$ cat src/rtl/sllcn_pkg.sv
`timescale 1ns / 1ps
// ----------------------------------------------------------------------------
// sllcn_pkg
// Shared types and constants for the sensor link change notice queue.
// ----------------------------------------------------------------------------
package sllcn_pkg;

  // action field codes
  localparam logic ACT_SAMPLE = 1'b0;
  localparam logic ACT_TICK   = 1'b1;

  // notice kind codes
  localparam logic KIND_CONN = 1'b0;
  localparam logic KIND_DISC = 1'b1;

  localparam int          HOLD_W     = 16;
  localparam int          TIME_W     = 32;
  localparam logic [15:0] HOLD_RESET = 16'd1500;

  localparam int IN_DATA_W  = 40;  // 36 used bits, padded to bytes
  localparam int OUT_DATA_W = 8;   // 4 used bits, padded to a byte

  // notice code: sensor in bit 1, kind in bit 0
  typedef logic [1:0] notice_code_t;

  // controller to datapath commands
  typedef struct packed {
    logic capture;  // latch the accepted request
    logic execute;  // update state, load result register
  } ctrl_cmd_t;

endpackage

$ cat src/rtl/sllcn_ctrl.sv
`timescale 1ns / 1ps
// ----------------------------------------------------------------------------
// sllcn_ctrl
// Request sequencer: accept, execute, then hold the result until taken.
// ----------------------------------------------------------------------------
module sllcn_ctrl (
  input  logic                 clk,
  input  logic                 rst,
  input  logic                 s_tvalid,
  output logic                 s_tready,
  output logic                 m_tvalid,
  input  logic                 m_tready,
  output sllcn_pkg::ctrl_cmd_t cmd
);
  import sllcn_pkg::*;

  localparam logic [1:0] ST_IDLE = 2'd0;
  localparam logic [1:0] ST_EXEC = 2'd1;
  localparam logic [1:0] ST_OUT  = 2'd2;

  logic [1:0] state;
  logic [1:0] state_next;

  always_comb begin
    state_next = state;
    unique case (state)
      ST_IDLE: begin
        if (s_tvalid) state_next = ST_EXEC;
      end
      ST_EXEC: begin
        state_next = ST_OUT;
      end
      ST_OUT: begin
        if (m_tready) state_next = ST_IDLE;
      end
      default: begin
        state_next = ST_IDLE;
      end
    endcase
  end

  always_ff @(posedge clk) begin
    if (rst) begin
      state <= ST_IDLE;
    end else begin
      state <= state_next;
    end
  end

  assign s_tready    = (state == ST_IDLE);
  assign m_tvalid    = (state == ST_OUT);
  assign cmd.capture = (state == ST_IDLE) && s_tvalid;
  assign cmd.execute = (state == ST_EXEC);

endmodule

$ cat src/rtl/sllcn_dpath.sv
`timescale 1ns / 1ps
// ----------------------------------------------------------------------------
// sllcn_dpath
// Sensor link tracking, notice queue, active notice and result register.
// ----------------------------------------------------------------------------
module sllcn_dpath #(
  parameter int QUEUE_DEPTH = 4
) (
  input  logic                  clk,
  input  logic                  rst,
  input  sllcn_pkg::ctrl_cmd_t  cmd,
  input  logic                  cfg_wr_en,
  input  logic [15:0]           cfg_wr_data,
  input  logic                  in_action,
  input  logic [1:0]            in_sensor_code,
  input  logic                  in_connected,
  input  logic                  in_blocked,
  input  logic [31:0]           in_now_ms,
  output logic                  redraw_request,
  output logic                  notice_active,
  output logic                  shown_sensor,
  output logic                  shown_kind
);
  import sllcn_pkg::*;

  localparam int HW = (QUEUE_DEPTH > 1) ? $clog2(QUEUE_DEPTH) : 1;
  localparam int FW = $clog2(QUEUE_DEPTH + 1);
  localparam int CW = HW + 1;  // head/fill arithmetic width

  // configuration
  logic [HOLD_W-1:0] hold_time_ms;

  // captured request
  logic              act;
  logic [1:0]        sensor_code;
  logic              conn;
  logic              blk;
  logic [TIME_W-1:0] now_ms;

  // link state
  logic [1:0] seen_flags;
  logic [1:0] last_connected;

  // queue
  notice_code_t       notice_slots [QUEUE_DEPTH];
  logic [HW-1:0]      queue_head;
  logic [FW-1:0]      queue_fill;

  // active notice
  logic              active_flag;
  logic              active_sensor_reg;
  logic              active_kind_reg;
  logic [TIME_W-1:0] deadline_ms;

  // combinational
  logic              sensor_idx;
  notice_code_t      new_code;
  logic              is_change;
  logic              dup;
  logic              push;
  logic              expire;
  logic              pop;
  logic              active_after;
  logic [TIME_W-1:0] diff;
  logic [TIME_W-1:0] deadline_new;
  logic [CW-1:0]     tail_sum;
  logic [HW-1:0]     tail_idx;
  logic [HW-1:0]     head_inc;
  notice_code_t      head_code;
  logic [CW-1:0]     off [QUEUE_DEPTH];

  assign sensor_idx = sensor_code[0];
  assign new_code   = {sensor_idx, conn ? KIND_CONN : KIND_DISC};
  assign is_change  = (act == ACT_SAMPLE) && !sensor_code[1] &&
                      seen_flags[sensor_idx] && (conn != last_connected[sensor_idx]);

  // duplicate check: active notice plus every filled slot, in parallel
  always_comb begin
    dup = active_flag && ({active_sensor_reg, active_kind_reg} == new_code);
    for (int i = 0; i < QUEUE_DEPTH; i++) begin
      off[i] = CW'(i) + CW'(QUEUE_DEPTH) - {1'b0, queue_head};
      if (off[i] >= CW'(QUEUE_DEPTH)) off[i] = off[i] - CW'(QUEUE_DEPTH);
      if ((off[i] < CW'(queue_fill)) && (notice_slots[i] == new_code)) dup = 1'b1;
    end
  end

  assign push = is_change && (queue_fill < FW'(QUEUE_DEPTH)) && !dup;

  always_comb begin
    tail_sum = {1'b0, queue_head} + CW'(queue_fill);
    if (tail_sum >= CW'(QUEUE_DEPTH)) tail_sum = tail_sum - CW'(QUEUE_DEPTH);
    tail_idx = tail_sum[HW-1:0];
  end

  assign head_inc  = (queue_head == HW'(QUEUE_DEPTH - 1)) ? '0 : queue_head + 1'b1;
  assign head_code = notice_slots[queue_head];

  // service tick: expiry uses wrapped signed difference
  assign diff         = now_ms - deadline_ms;
  assign deadline_new = now_ms + TIME_W'(hold_time_ms);
  assign expire       = (act == ACT_TICK) && !blk && active_flag && !diff[TIME_W-1];
  assign active_after = active_flag && !expire;
  assign pop          = (act == ACT_TICK) && !blk && !active_after && (queue_fill != '0);

  always_ff @(posedge clk) begin
    if (rst) begin
      hold_time_ms <= HOLD_RESET;
    end else if (cfg_wr_en) begin
      hold_time_ms <= cfg_wr_data;
    end
  end

  always_ff @(posedge clk) begin
    if (cmd.capture) begin
      act         <= in_action;
      sensor_code <= in_sensor_code;
      conn        <= in_connected;
      blk         <= in_blocked;
      now_ms      <= in_now_ms;
    end
  end

  always_ff @(posedge clk) begin
    if (cmd.execute && push) begin
      notice_slots[tail_idx] <= new_code;
    end
  end

  always_ff @(posedge clk) begin
    if (rst) begin
      seen_flags        <= '0;
      last_connected    <= '0;
      queue_head        <= '0;
      queue_fill        <= '0;
      active_flag       <= 1'b0;
      active_sensor_reg <= 1'b0;
      active_kind_reg   <= 1'b0;
      deadline_ms       <= '0;
    end else if (cmd.execute) begin
      if (act == ACT_SAMPLE) begin
        if (!sensor_code[1]) begin
          seen_flags[sensor_idx]     <= 1'b1;
          last_connected[sensor_idx] <= conn;
        end
        if (push) queue_fill <= queue_fill + 1'b1;
      end else if (blk) begin
        if (active_flag) deadline_ms <= deadline_new;
      end else begin
        if (expire) active_flag <= 1'b0;
        if (pop) begin
          queue_head        <= head_inc;
          queue_fill        <= queue_fill - 1'b1;
          active_flag       <= 1'b1;
          active_sensor_reg <= head_code[1];
          active_kind_reg   <= head_code[0];
          deadline_ms       <= deadline_new;
        end
      end
    end
  end

  // result register
  always_ff @(posedge clk) begin
    if (cmd.execute) begin
      if (act == ACT_SAMPLE) begin
        redraw_request <= push;
        notice_active  <= active_flag;
        shown_sensor   <= active_flag & active_sensor_reg;
        shown_kind     <= active_flag & active_kind_reg;
      end else if (blk) begin
        redraw_request <= 1'b0;
        notice_active  <= active_flag;
        shown_sensor   <= active_flag & active_sensor_reg;
        shown_kind     <= active_flag & active_kind_reg;
      end else if (pop) begin
        redraw_request <= 1'b1;
        notice_active  <= 1'b1;
        shown_sensor   <= head_code[1];
        shown_kind     <= head_code[0];
      end else begin
        redraw_request <= expire;
        notice_active  <= active_after;
        shown_sensor   <= active_after & active_sensor_reg;
        shown_kind     <= active_after & active_kind_reg;
      end
    end
  end

endmodule

$ cat src/rtl/sensor_link_change_notice_queue.sv
`timescale 1ns / 1ps
// ----------------------------------------------------------------------------
// sensor_link_change_notice_queue
// Tracks two sensor links and queues connect/disconnect screen notices.
// ----------------------------------------------------------------------------
// Usage:
//   Requests enter on the s_* stream. tuser selects the kind: a sensor
//   sample (sensor code + connected bit) or a service tick (blocked bit +
//   millisecond time). Each request yields exactly one result on m_*:
//   redraw request, notice active, shown sensor and shown kind.
//   hold_time_ms is written through cfg_wr_en/cfg_wr_data while idle.
// Timing:
//   A request is captured when accepted, the EXEC state updates the state
//   and loads the result register, and m_tvalid is raised in the OUT state.
//   One request is in flight at a time: accept, execute, then the result
//   is held until m_tready; a new request is taken only after that.
// Reset:
//   rst (synchronous) clears links, queue and active notice, sets the
//   hold time to 1500 ms. Queue slots are not cleared; only filled ones
//   are ever read.
// Stall:
//   While m_tready is low the result holds and s_tready stays low.
// ----------------------------------------------------------------------------
module sensor_link_change_notice_queue #(
  parameter int QUEUE_DEPTH = 4  // 1 to 16 pending notices
) (
  input  logic        clk,
  input  logic        rst,
  // request stream
  input  logic        s_tvalid,
  output logic        s_tready,
  input  logic [39:0] s_tdata,   // sensor_code[1:0], connected[2], blocked[3], now_ms[35:4]
  input  logic        s_tuser,   // action: 0 sample, 1 service tick
  // result stream
  output logic        m_tvalid,
  input  logic        m_tready,
  output logic [7:0]  m_tdata,   // redraw_request[0], notice_active[1],
                                 // shown_sensor[2], shown_kind[3]
  // configuration
  input  logic        cfg_wr_en,
  input  logic [15:0] cfg_wr_data  // hold_time_ms
);
  import sllcn_pkg::*;

  ctrl_cmd_t cmd;
  logic      redraw_request;
  logic      notice_active;
  logic      shown_sensor;
  logic      shown_kind;

  // controller: handshake and command sequencing
  sllcn_ctrl u_ctrl (
    .clk      (clk),
    .rst      (rst),
    .s_tvalid (s_tvalid),
    .s_tready (s_tready),
    .m_tvalid (m_tvalid),
    .m_tready (m_tready),
    .cmd      (cmd)
  );

  // datapath: link state, queue, active notice, result register
  sllcn_dpath #(
    .QUEUE_DEPTH (QUEUE_DEPTH)
  ) u_dpath (
    .clk            (clk),
    .rst            (rst),
    .cmd            (cmd),
    .cfg_wr_en      (cfg_wr_en),
    .cfg_wr_data    (cfg_wr_data),
    .in_action      (s_tuser),
    .in_sensor_code (s_tdata[1:0]),
    .in_connected   (s_tdata[2]),
    .in_blocked     (s_tdata[3]),
    .in_now_ms      (s_tdata[35:4]),
    .redraw_request (redraw_request),
    .notice_active  (notice_active),
    .shown_sensor   (shown_sensor),
    .shown_kind     (shown_kind)
  );

  assign m_tdata = {4'b0000, shown_kind, shown_sensor, notice_active, redraw_request};

  // one request in flight: never taking input while a result is shown
  assert property (@(posedge clk) disable iff (rst) !(s_tready && m_tvalid))
    else $error("input accepted while result pending");

  // every accepted request produces a result once it has passed the execute state
  assert property (@(posedge clk) disable iff (rst)
    (s_tvalid && s_tready) |=> ##1 m_tvalid)
    else $error("result missing after accepted request");

  // no shown notice means zero sensor and kind
  assert property (@(posedge clk) disable iff (rst)
    (m_tvalid && !m_tdata[1]) |-> (m_tdata[3:2] == 2'b00))
    else $error("notice fields set without active notice");

endmodule

$ cat config.mk
export PLATFORM = sky130hd
export DESIGN_NAME = sensor_link_change_notice_queue
export DESIGN_NICKNAME = d
export VERILOG_FILES = /design/src/rtl/sllcn_pkg.sv /design/src/rtl/sllcn_ctrl.sv /design/src/rtl/sllcn_dpath.sv /design/src/rtl/sensor_link_change_notice_queue.sv
export SDC_FILE = /design/constraint.sdc
export NUM_CORES = 1
export LEC_CHECK = 0
export BUFFER_PORTS_ARGS = -buffer_cell sky130_fd_sc_hd__buf_2
export CAP_MARGIN = 10
export CORE_UTILIZATION = 45
export DETAILED_ROUTE_END_ITERATION = 10
export MAX_ROUTING_LAYER = met4
export PLACE_DENSITY = 0.73
export SYNTH_ARGS = -nofsm -noshare
export SYNTH_HDL_FRONTEND = slang
export SYNTH_SLANG_ARGS = --single-unit
$ cat constraint.sdc
create_clock -name clk -period 3.4 [get_ports clk]
set_input_delay 0.51 -clock clk [delete_from_list [all_inputs] [get_ports clk]]
set_output_delay 0.51 -clock clk [all_outputs]
set_load 0.005 [all_outputs]
=== Yosys cells after proc, flatten, opt, wreduce, memory -nomap -nowiden ===
Memory sizes are Yosys's and may differ from the RTL's. A register that Yosys moved wholly into a read port is not among the register bits.
Cells that the tools add are included.

* Latch bits: 0
* Flip-flop bits (word level): 103
* Bits in writable memories: 8
* Memories kept: 1
* ROM bits: 0
* Output and inout port bits: 10

* Divide/modulo/power cells: 0
* Bitwise logic cells: 8
* Multiplexer cells: 46
* Reductions and logical operators: 36
* Shifts and indexed selects: 0
* Magnitude comparators: 12
* Equal/unequal tests: 14
* $add $sub $neg: 15
* Multiply operators: 0

{| class="wikitable"
|+ Memory list
! name !! depth !! width !! rd ports !! clocked after memory_dff !! write ports !! RTL line !! source
|-
| u_dpath.notice_slots || 4 || 2 || 5 || 1 || 1 || sllcn_dpath.sv:45 || <nowiki>notice_code_t notice_slots [QUEUE_DEPTH];</nowiki>
|}

{| class="wikitable"
|+ Operator list
! kind !! count
|-
| $mux W32 || 3
|-
| $add A32 B16 Y32 || 1
|-
| $sub A32 B32 Y32 || 1
|-
| $mux W1 || 26
|-
| $mux W3 || 8
|-
| $logic_and A1 B1 Y1 || 19
|-
| $reduce_and A4 Y1 || 4
|-
| $ge A3 B3 Y1 const B || 5
|-
| $lt A3 B3 Y1 || 4
|-
| $mux W2 || 6
|-
| $sub A3 B2 Y3 const A || 4
|-
| $sub A3 B3 Y3 const B || 4
|-
| $eq A2 B2 Y1 || 5
|-
| $ne A2 B2 Y1 const B || 4
|-
| $logic_not A1 Y1 || 6
|-
| $pmux W2 S3 || 1
|-
| $reduce_bool A2 Y1 || 3
|-
| $and A1 B1 Y1 || 4
|-
| $eq A2 B2 Y1 const B || 2
|-
| $add A2 B3 Y3 || 1
|-
| $add A3 B1 Y3 const B || 1
|-
| $lt A3 B3 Y1 const B || 1
|-
| $not A1 Y1 || 3
|-
| $reduce_and A3 Y1 || 1
|-
| 14 further kinds || 14
|}

=== Logic depth before layout (Yosys ltp) ===
Gate-level depths: netlist of run 1.

* Depth after elaboration: 14
* Mapped depth: 12
* Mapped depth without buffers: 11

=== Cells and area by module ===
Synthesis of run 1 repeated with hierarchy kept, for this count alone.

* Cell total of the unflattened synthesis: 626
* Area, all modules: 6381.1 um2

{| class="wikitable"
|+ By module, submodules not included
! module !! instances !! cells each !! seq. area each (um2) !! area each (um2)
|-
| sllcn_dpath || 1 || 607 || 2712.6 || 6209.7
|-
| sllcn_ctrl || 1 || 10 || 40.0 || 107.6
|-
| sensor_link_change_notice_queue || 1 || 9 || 0.0 || 63.8
|}

=== Worst setup path after synthesis of run 1 ===
Ideal clock, no wire load.

* Path type: reg-to-reg
* From: register u_dpath.now_ms[5]
* To: register (tool-made name)
* Data arrival time: 2.668 ns
* Cell stages (with the launch flop): 11
* Setup time: 0.070 ns
* Path slack: 0.661 ns
* Period minus slack after synthesis: 2.739 ns
* Path through: edfxtp_1 -> ha_1 -> a21o_1 -> a221o_1 -> a31oi_1 -> o41ai_1 -> a311o_1 -> and3_1 -> buf_6 -> or4_4 -> a21oi_1

{| class="wikitable"
|+ RTL lines
! item !! RTL line !! source
|-
| start, declared || sllcn_dpath.sv:38 || <nowiki>logic [TIME_W-1:0] now_ms;</nowiki>
|-
| start signal, assigned || sllcn_dpath.sv:119 || <nowiki>now_ms <= in_now_ms;</nowiki>
|}

==> results of run 1 <==
==> cell families (layout without fill, tap and decap cells) <==
kind of cell,count (synthesis),in the layout,synth area share
AOI/OAI and AO/OA,171,171,0.171
buffers and inverters,87,158,0.0579
and+or+nand+nor,170,170,0.131
xor gates and xnor gates,37,37,0.0502
DFF,113,113,0.426
muxes,23,23,0.0401
other,1,4,0.000581
adders and majority gates,62,62,0.122
==> cells in the mapped netlist, drive strengths merged, types with 5 or more instances <==
library cell  count
nor2b             7
a21o              6
o211ai            7
nand3            26
and3              7
clkbuf           15
edfxtp           49
ha               60
nand4             8
and2              5
inv              52
dfxtp            64
buf              19
a21oi            59
mux2i            18
xor2             14
nand2            38
a211oi           19
nor4              6
o31ai            10
nor3             20
o21ai            30
xnor2            23
nand2b            5
nor2             39
==> routing by layer <==
layer | part of all wire | track usage | up-vias
met1 | 0.43 | 0.253 | 2449
met2 | 0.51 | 0.380 | 120
met4 | 0.020 | 0.0872 | 0
met3 | 0.046 | 0.0595 | 22
li1 | - | - | 2548
met5 | 0 | - | -
==> where the power goes <==
part           switching [W]  internal, W  leakage, nW  total [W]
clock network       0.000612      0.00122        0.305    0.00183
logic               0.000224     0.000169         1.71   0.000393
registers          0.0000483      0.00148        0.984    0.00152
total               0.000884      0.00286         3.00    0.00374
==> worst min-delay path by stage <==
stage	slack (ns)	endpoint	startpoint
5_1_grt	0.25	u_dpath.now_ms[18]	s_tdata[22]
6_report	0.27	u_dpath.now_ms[24]	s_tdata[28]
2_1_floorplan	0.42	u_dpath.seen_flags[1]	u_dpath.seen_flags[1]
3_3_place_gp	0.43	u_dpath.seen_flags[1]	u_dpath.seen_flags[1]
3_5_place_dp	0.44	u_dpath.seen_flags[1]	u_dpath.seen_flags[1]
4_1_cts	0.25	u_dpath.now_ms[24]	s_tdata[28]
==> worst max-delay path, cell delays in order, from the launching register on <==
cell and delay [ns]:
edfxtp_1 0.42, ha_1 0.33, a21o_1 0.19, a221o_1 0.33, a31oi_1 0.16, o41ai_1 0.12, buf_4 0.16, a311o_1 0.36
and3_1 0.29, or4_4 0.51, a21oi_1 0.14
==> area by class of cell <==
| cell class | instances | share of cell area |
|---|---|---|
| Tap cell | 180 | 0.0299 |
| Clock inverter | 9 | 0.0133 |
| Multi-Input combinational cell | 467 | 0.444 |
| Timing Repair Buffer | 73 | 0.0518 |
| Sequential cell | 113 | 0.365 |
| Inverter | 53 | 0.0264 |
| Clock buffer | 23 | 0.0691 |
==> through the flow <==
stage	hold WS [ns]	utilization
2_1_floorplan	0.422	-
4_1_cts	0.249	0.541
6_report	0.271	0.541
3_3_place_gp	0.431	0.496
3_5_place_dp	0.441	0.496
5_1_grt	0.246	0.541
==> summary.txt, run 1 <==
Clock network
  – Max clock buf depth: 2
  – Post-CTS resize count: 0
  – CTS buffer count: 17
  – Later-pin clock latency in the skew report: 0.41 ns
  – Clock sinks: 113
  – Max H-tree Level: 4
  – Root Buffer: clkbuf_16
  – Postcts setup bufs: 0
  – Hold_buf cts: 0
  – CTS tree: built
  – Reg clk slew, reported paths: 0.05 ns

Job
  – Max-cap violations: 0

Place
  – Routability cong.: 0.894
  – Worst slack, placed: 0.364 ns
  – DP Area: 6910 sq um
  – IO buf count: 63
  – Post-DP HPWL: 10800 microns
  – Placed Instances: 886

Finish
  – Diode count: 0
  – Most common cell after layout, fill and taps aside: dfxtp_1
  – Finished Layout Cells: 918
  – Nets: 849
  – Design area: 7530 sq um
  – Most frequent cells in the layout: dfxtp_1 (64), buf_2 (63), ha_1 (60)
  – FILL cells: 1224
  – Area growth from synthesis to layout: 16.6%
  – Share of cells above drive strength 1: 0.165
  – Top Registers: u_dpath.deadline_ms x32, u_dpath.now_ms x32, u_dpath.hold_time_ms x16
  – Area of the multi-input gates: 3340 sq um
  – Reg area: 2750 sq um

Timing
  – Setup TNS: 0 ns
  – Final setup vio count: 0
  – Max Freq: 0.324 GHz
  – Final Cycle Share: 0.907
  – Worst slew margin: 0.359
  – RSZ-0062 raised after global routing: no
  – Worst slew pin tran: 0.961 ns
  – Worst Skew: 0.00733 ns
  – Final Hold Viols: 0
  – Max-slew violations: 0
  – Post-route worst setup slack: 0.318 ns
  – Tmin final: 3.08 ns

Power and ir drop
  – PnR Total Power: 0.00374 W
  – IR Drop Worst-Case VDD: 0.444 mV
  – Leak pwr: 3.00 nW
  – PwrDens: 497 nW/um^2

GRT
  – First-pass GRT wire length: 25000 microns
  – GRT Util Overall: 0.225
  – Vias in the first global route: 5283
  – Antenna violations before repair: 0
  – Largest net degree at the start of global routing: 57
  – GR Overflow Total: 0

Route
  – Via count: 5139
  – Total routed wirelength: 15000 microns
  – Post-route ant nets: 0
  – First-pass detailed-route iteration total: 4
  – DR iter-0 viols: 414
  – DRC violations left: 0
  – WL per Instance: 16.3 microns
  – Via-per-instance ratio: 5.60

Critical path
  – Reg2reg path depth: 10
  – Critical Path Source Type: register
  – Reg2reg start: u_dpath.now_ms[5]
  – CP Launch Point: u_dpath.now_ms[5]
  – Critical Path End Type: register
  – WP data arrival: 3.41 ns
  – Worst reg2reg setup slack: 0.32 ns
  – WP data required: 3.73 ns
  – Crit Path Category: reg2reg
  – CP Max Fanout: 8

Hold path
  – Worst hold path depth: 1
  – Worst hold path type: in2reg

Floorplanning
  – I/O pin cnt: 72
  – Chip Width: 122 microns
  – Die Ht: 122 microns
  – Core area: 13900 sq um
  – Row count: 43
  – Die area: 14800 sq um
  – Initial Util: 0.464

Synth
  – Cell count after synthesis: 664
  – Syn_area_per_cell: 9.73 sq um
  – Async S/R FF share, synth: 0
  – Yosys top cell area share: 0.228
  – Synth cell types: 67
  – Yosys top cell by area: edfxtp_1
  – Synth Flop Type: dfxtp_1
  – #FFs+latches synth: 113
  – Synth area leaders: edfxtp_1 (23%), dfxtp_1 (20%), ha_1 (12%)
  – Cell Area, Synth: 6460 sq um
  – Synth Warn #: 0
  – Post-synth EDFFs: 49
  – Register area share after synthesis: 0.426

Outcome
  – Status: completed
Power figures use the tool's default switching activity.
==> run 2, diff against run 1 <==
- PLACE_DENSITY: 0.73 -> default
==> run 2 against run 1 <==
Count of clock-buffer cells in the layout did not move. Hold slack got worse by 0.0062 ns. Design area fell by 0.86%. Final cell count fell by 0.11%. First-iteration DRC count fell by 8.2%. Critical path type unchanged.
==> summary.txt, run 2 (synthesis gave the netlist of run 1 again) <==
Finish
  – Nets: 849 (unchanged)
  – Most common cell after layout, fill and taps aside: dfxtp_1
  – Area growth from synthesis to layout: 15.6%
  – Finished Layout Cells: 917 (-0.11%)
  – Share of cells above drive strength 1: 0.157 (-0.00792)
  – FILL cells: 1274 (+4.1%)
  – Design area: 7470 sq um (-0.86%)
  – Top Registers: u_dpath.deadline_ms x32, u_dpath.now_ms x32, u_dpath.hold_time_ms x16
  – Diode count: 0 (unchanged)
  – Final core utilization: 0.536 (-0.00467)
  – Reg area: 2750 sq um (unchanged)
  – Most frequent cells in the layout: dfxtp_1 (64), buf_2 (63), ha_1 (60)
  – Area of the multi-input gates: 3340 sq um (unchanged)

Critical path
  – Reg2reg path depth: 9 (-1)
  – CP Max Fanout: 11 (+3)
  – WP data required: 3.72 ns (about the same)
  – WP data arrival: 3.41 ns (about the same)
  – Worst r2r dst: u_dpath.deadline_ms[31]
  – Worst reg2reg setup slack: 0.30 ns (about the same)
  – Critical Path Source Type: register
  – Critical Path End Type: register
  – Reg2reg start: u_dpath.now_ms[6]
  – Crit Path Category: reg2reg

GRT
  – Largest net degree at the start of global routing: 57 (unchanged)
  – GR Overflow Total: 0 (unchanged)
  – Antenna violations before repair: 0 (unchanged)
  – GRT Util Overall: 0.228 (+0.00262)
  – First-pass GRT wire length: 24900 microns (about the same)
  – Vias in the first global route: 5103 (-3.4%)

Power and ir drop
  – Clock Power Share: 0.469 (-0.019)
  – Flop pwr share: 0.423 (+0.016)
  – Switching Share: 0.239 (+0.00275)
  – Gate power share: 0.108 (+0.003)
  – IR Drop Worst-Case VDD: 0.339 mV (-24%)
  – PnR Total Power: 0.00360 W (-3.7%)
  – P_sw: 0.000861 W (-2.6%)
  – Internal power: 0.00274 W (-4.1%)
  – Leak pwr: 2.97 nW (-0.94%)
  – PwrDens: 483 nW/um^2 (-2.9%)

Place
  – Placed Instances: 886 (unchanged)
  – IO buf count: 63 (unchanged)
  – Routability cong.: 0.871 (-2.6%)
  – DP Area: 6910 sq um (unchanged)
  – Post-DP HPWL: 10600 microns (-2.2%)

Clock network
  – Root Buffer: clkbuf_16
  – Max H-tree Level: 4 (unchanged)
  – Max clock buf depth: 2 (unchanged)
  – Later-pin clock latency in the skew report: 0.42 ns (about the same)
  – Post-CTS resize count: 0 (unchanged)
  – CTS tree: built
  – Reg clk slew, reported paths: 0.05 ns (about the same)
  – Postcts setup bufs: 0 (unchanged)
  – CTS buffer count: 17 (unchanged)
  – Clock sinks: 113 (unchanged)
  – Hold_buf cts: 0 (unchanged)

Timing
  – Setup TNS: 0 ns (unchanged)
  – Max Freq: 0.323 GHz (-0.48%)
  – Final Cycle Share: 0.911 (+0.00436)
  – Worst Skew: 0.00719 ns (-0.000142 ns)
  – Final Hold Viols: 0 (unchanged)
  – Tmin final: 3.10 ns (+0.0148 ns)
  – Worst slew pin tran: 0.965 ns (+0.00407 ns)
  – RSZ-0062 raised after global routing: no
  – Final setup vio count: 0 (unchanged)
  – Max-slew violations: 0 (unchanged)
  – Worst slew margin: 0.357 (-0.00272)

Floorplanning
  – Die area: 14800 sq um (unchanged)
  – Initial Util: 0.464 (unchanged)
  – Row count: 43 (unchanged)
  – I/O pin cnt: 72 (unchanged)
  – Core area: 13900 sq um (unchanged)
  – Chip Width: 122 microns (unchanged)
  – Die Ht: 122 microns (unchanged)

Route
  – Via count: 5121 (-0.35%)
  – First-pass detailed-route iteration total: 5 (+1)
  – Met2 wire length: 7210 microns (-5.3%)
  – Top Layer Used: met4
  – Met1 wire length: 6670 microns (+4.0%)
  – Met3 wire len: 676 microns (-1.9%)
  – WL per Instance: 16.3 microns (-0.10%)
  – Total routed wirelength: 15000 microns (-0.21%)
  – DRC violations left: 0 (unchanged)
  – Via-per-instance ratio: 5.58 (-0.24%)
  – Post-route ant nets: 0 (unchanged)
  – DR iter-0 viols: 380 (-8.2%)

Hold path
  – Worst hold endpoint: u_dpath.now_ms[9]
  – Worst hold path depth: 1 (unchanged)
  – Worst hold path type: in2reg
  – Origin of the worst min-delay path: s_tdata[13]

Job
  – Max-cap violations: 0 (unchanged)

Outcome
  – Status: completed
## run 2: final cells by class
type,count,share of cell area
clock buffer,23,0.0627
clock inverter,8,0.0117
inverter,53,0.0266
multi-input combinational,467,0.448
sequential,113,0.369
tap,180,0.0302
timing repair buffer,73,0.0523
## run 2: power by group through the flow
stage | clock network (W) | logic [W] | registers (W)
CTS | 0.00173 | 0.000392 | 0.00152
floorplan | 0 | 0.000292 | 0.00153
global placement | 0 | 0.000377 | 0.00155
global route | 0.00179 | 0.000442 | 0.00153
detailed placement | 0 | 0.000389 | 0.00155
finish | 0.00169 | 0.000391 | 0.00152
## run 2: critical path, stage by stage, from the launching register on
cell and delay (ns):
edfxtp_1 0.41, ha_1 0.42, a211oi_1 0.34, o21ai_0 0.23, a41o_1 0.27, a311oi_1 0.39, o21ba_2 0.39, nor2_1 0.11
xnor2_1 0.14, a221oi_1 0.29
## run 2: worst max path at each step
| stage | start | to | slack (ns) | cells after the start |
|---|---|---|---|---|
| 2_1_floorplan | u_dpath.now_ms[5] | register | 0.66 | 10 |
| 3_3_place_gp | u_dpath.now_ms[5] | register | 0.39 | 10 |
| 3_5_place_dp | u_dpath.now_ms[5] | register | 0.33 | 10 |
| 4_1_cts | u_dpath.now_ms[6] | u_dpath.deadline_ms[31] | 0.31 | 9 |
| 5_1_grt | u_dpath.now_ms[6] | u_dpath.deadline_ms[31] | 0.09 | 9 |
| 6_report | u_dpath.now_ms[6] | u_dpath.deadline_ms[31] | 0.30 | 9 |
## run 2: through the flow
step / worst slack [ns] / hold slack [ns]
after floorplan: 0.661 / 0.422
after global placement: 0.388 / 0.430
after detailed placement: 0.329 / 0.437
after CTS: 0.310 / 0.245
after global routing: 0.0892 / 0.238
final: 0.303 / 0.264
## run 2: layer usage
metal / vias to the layer above / GRT usage
li1: 2536 / -
met1: 2424 / 0.272
met2: 130 / 0.358
met3: 31 / 0.0623
met4: 0 / 0.100
met5: - / -
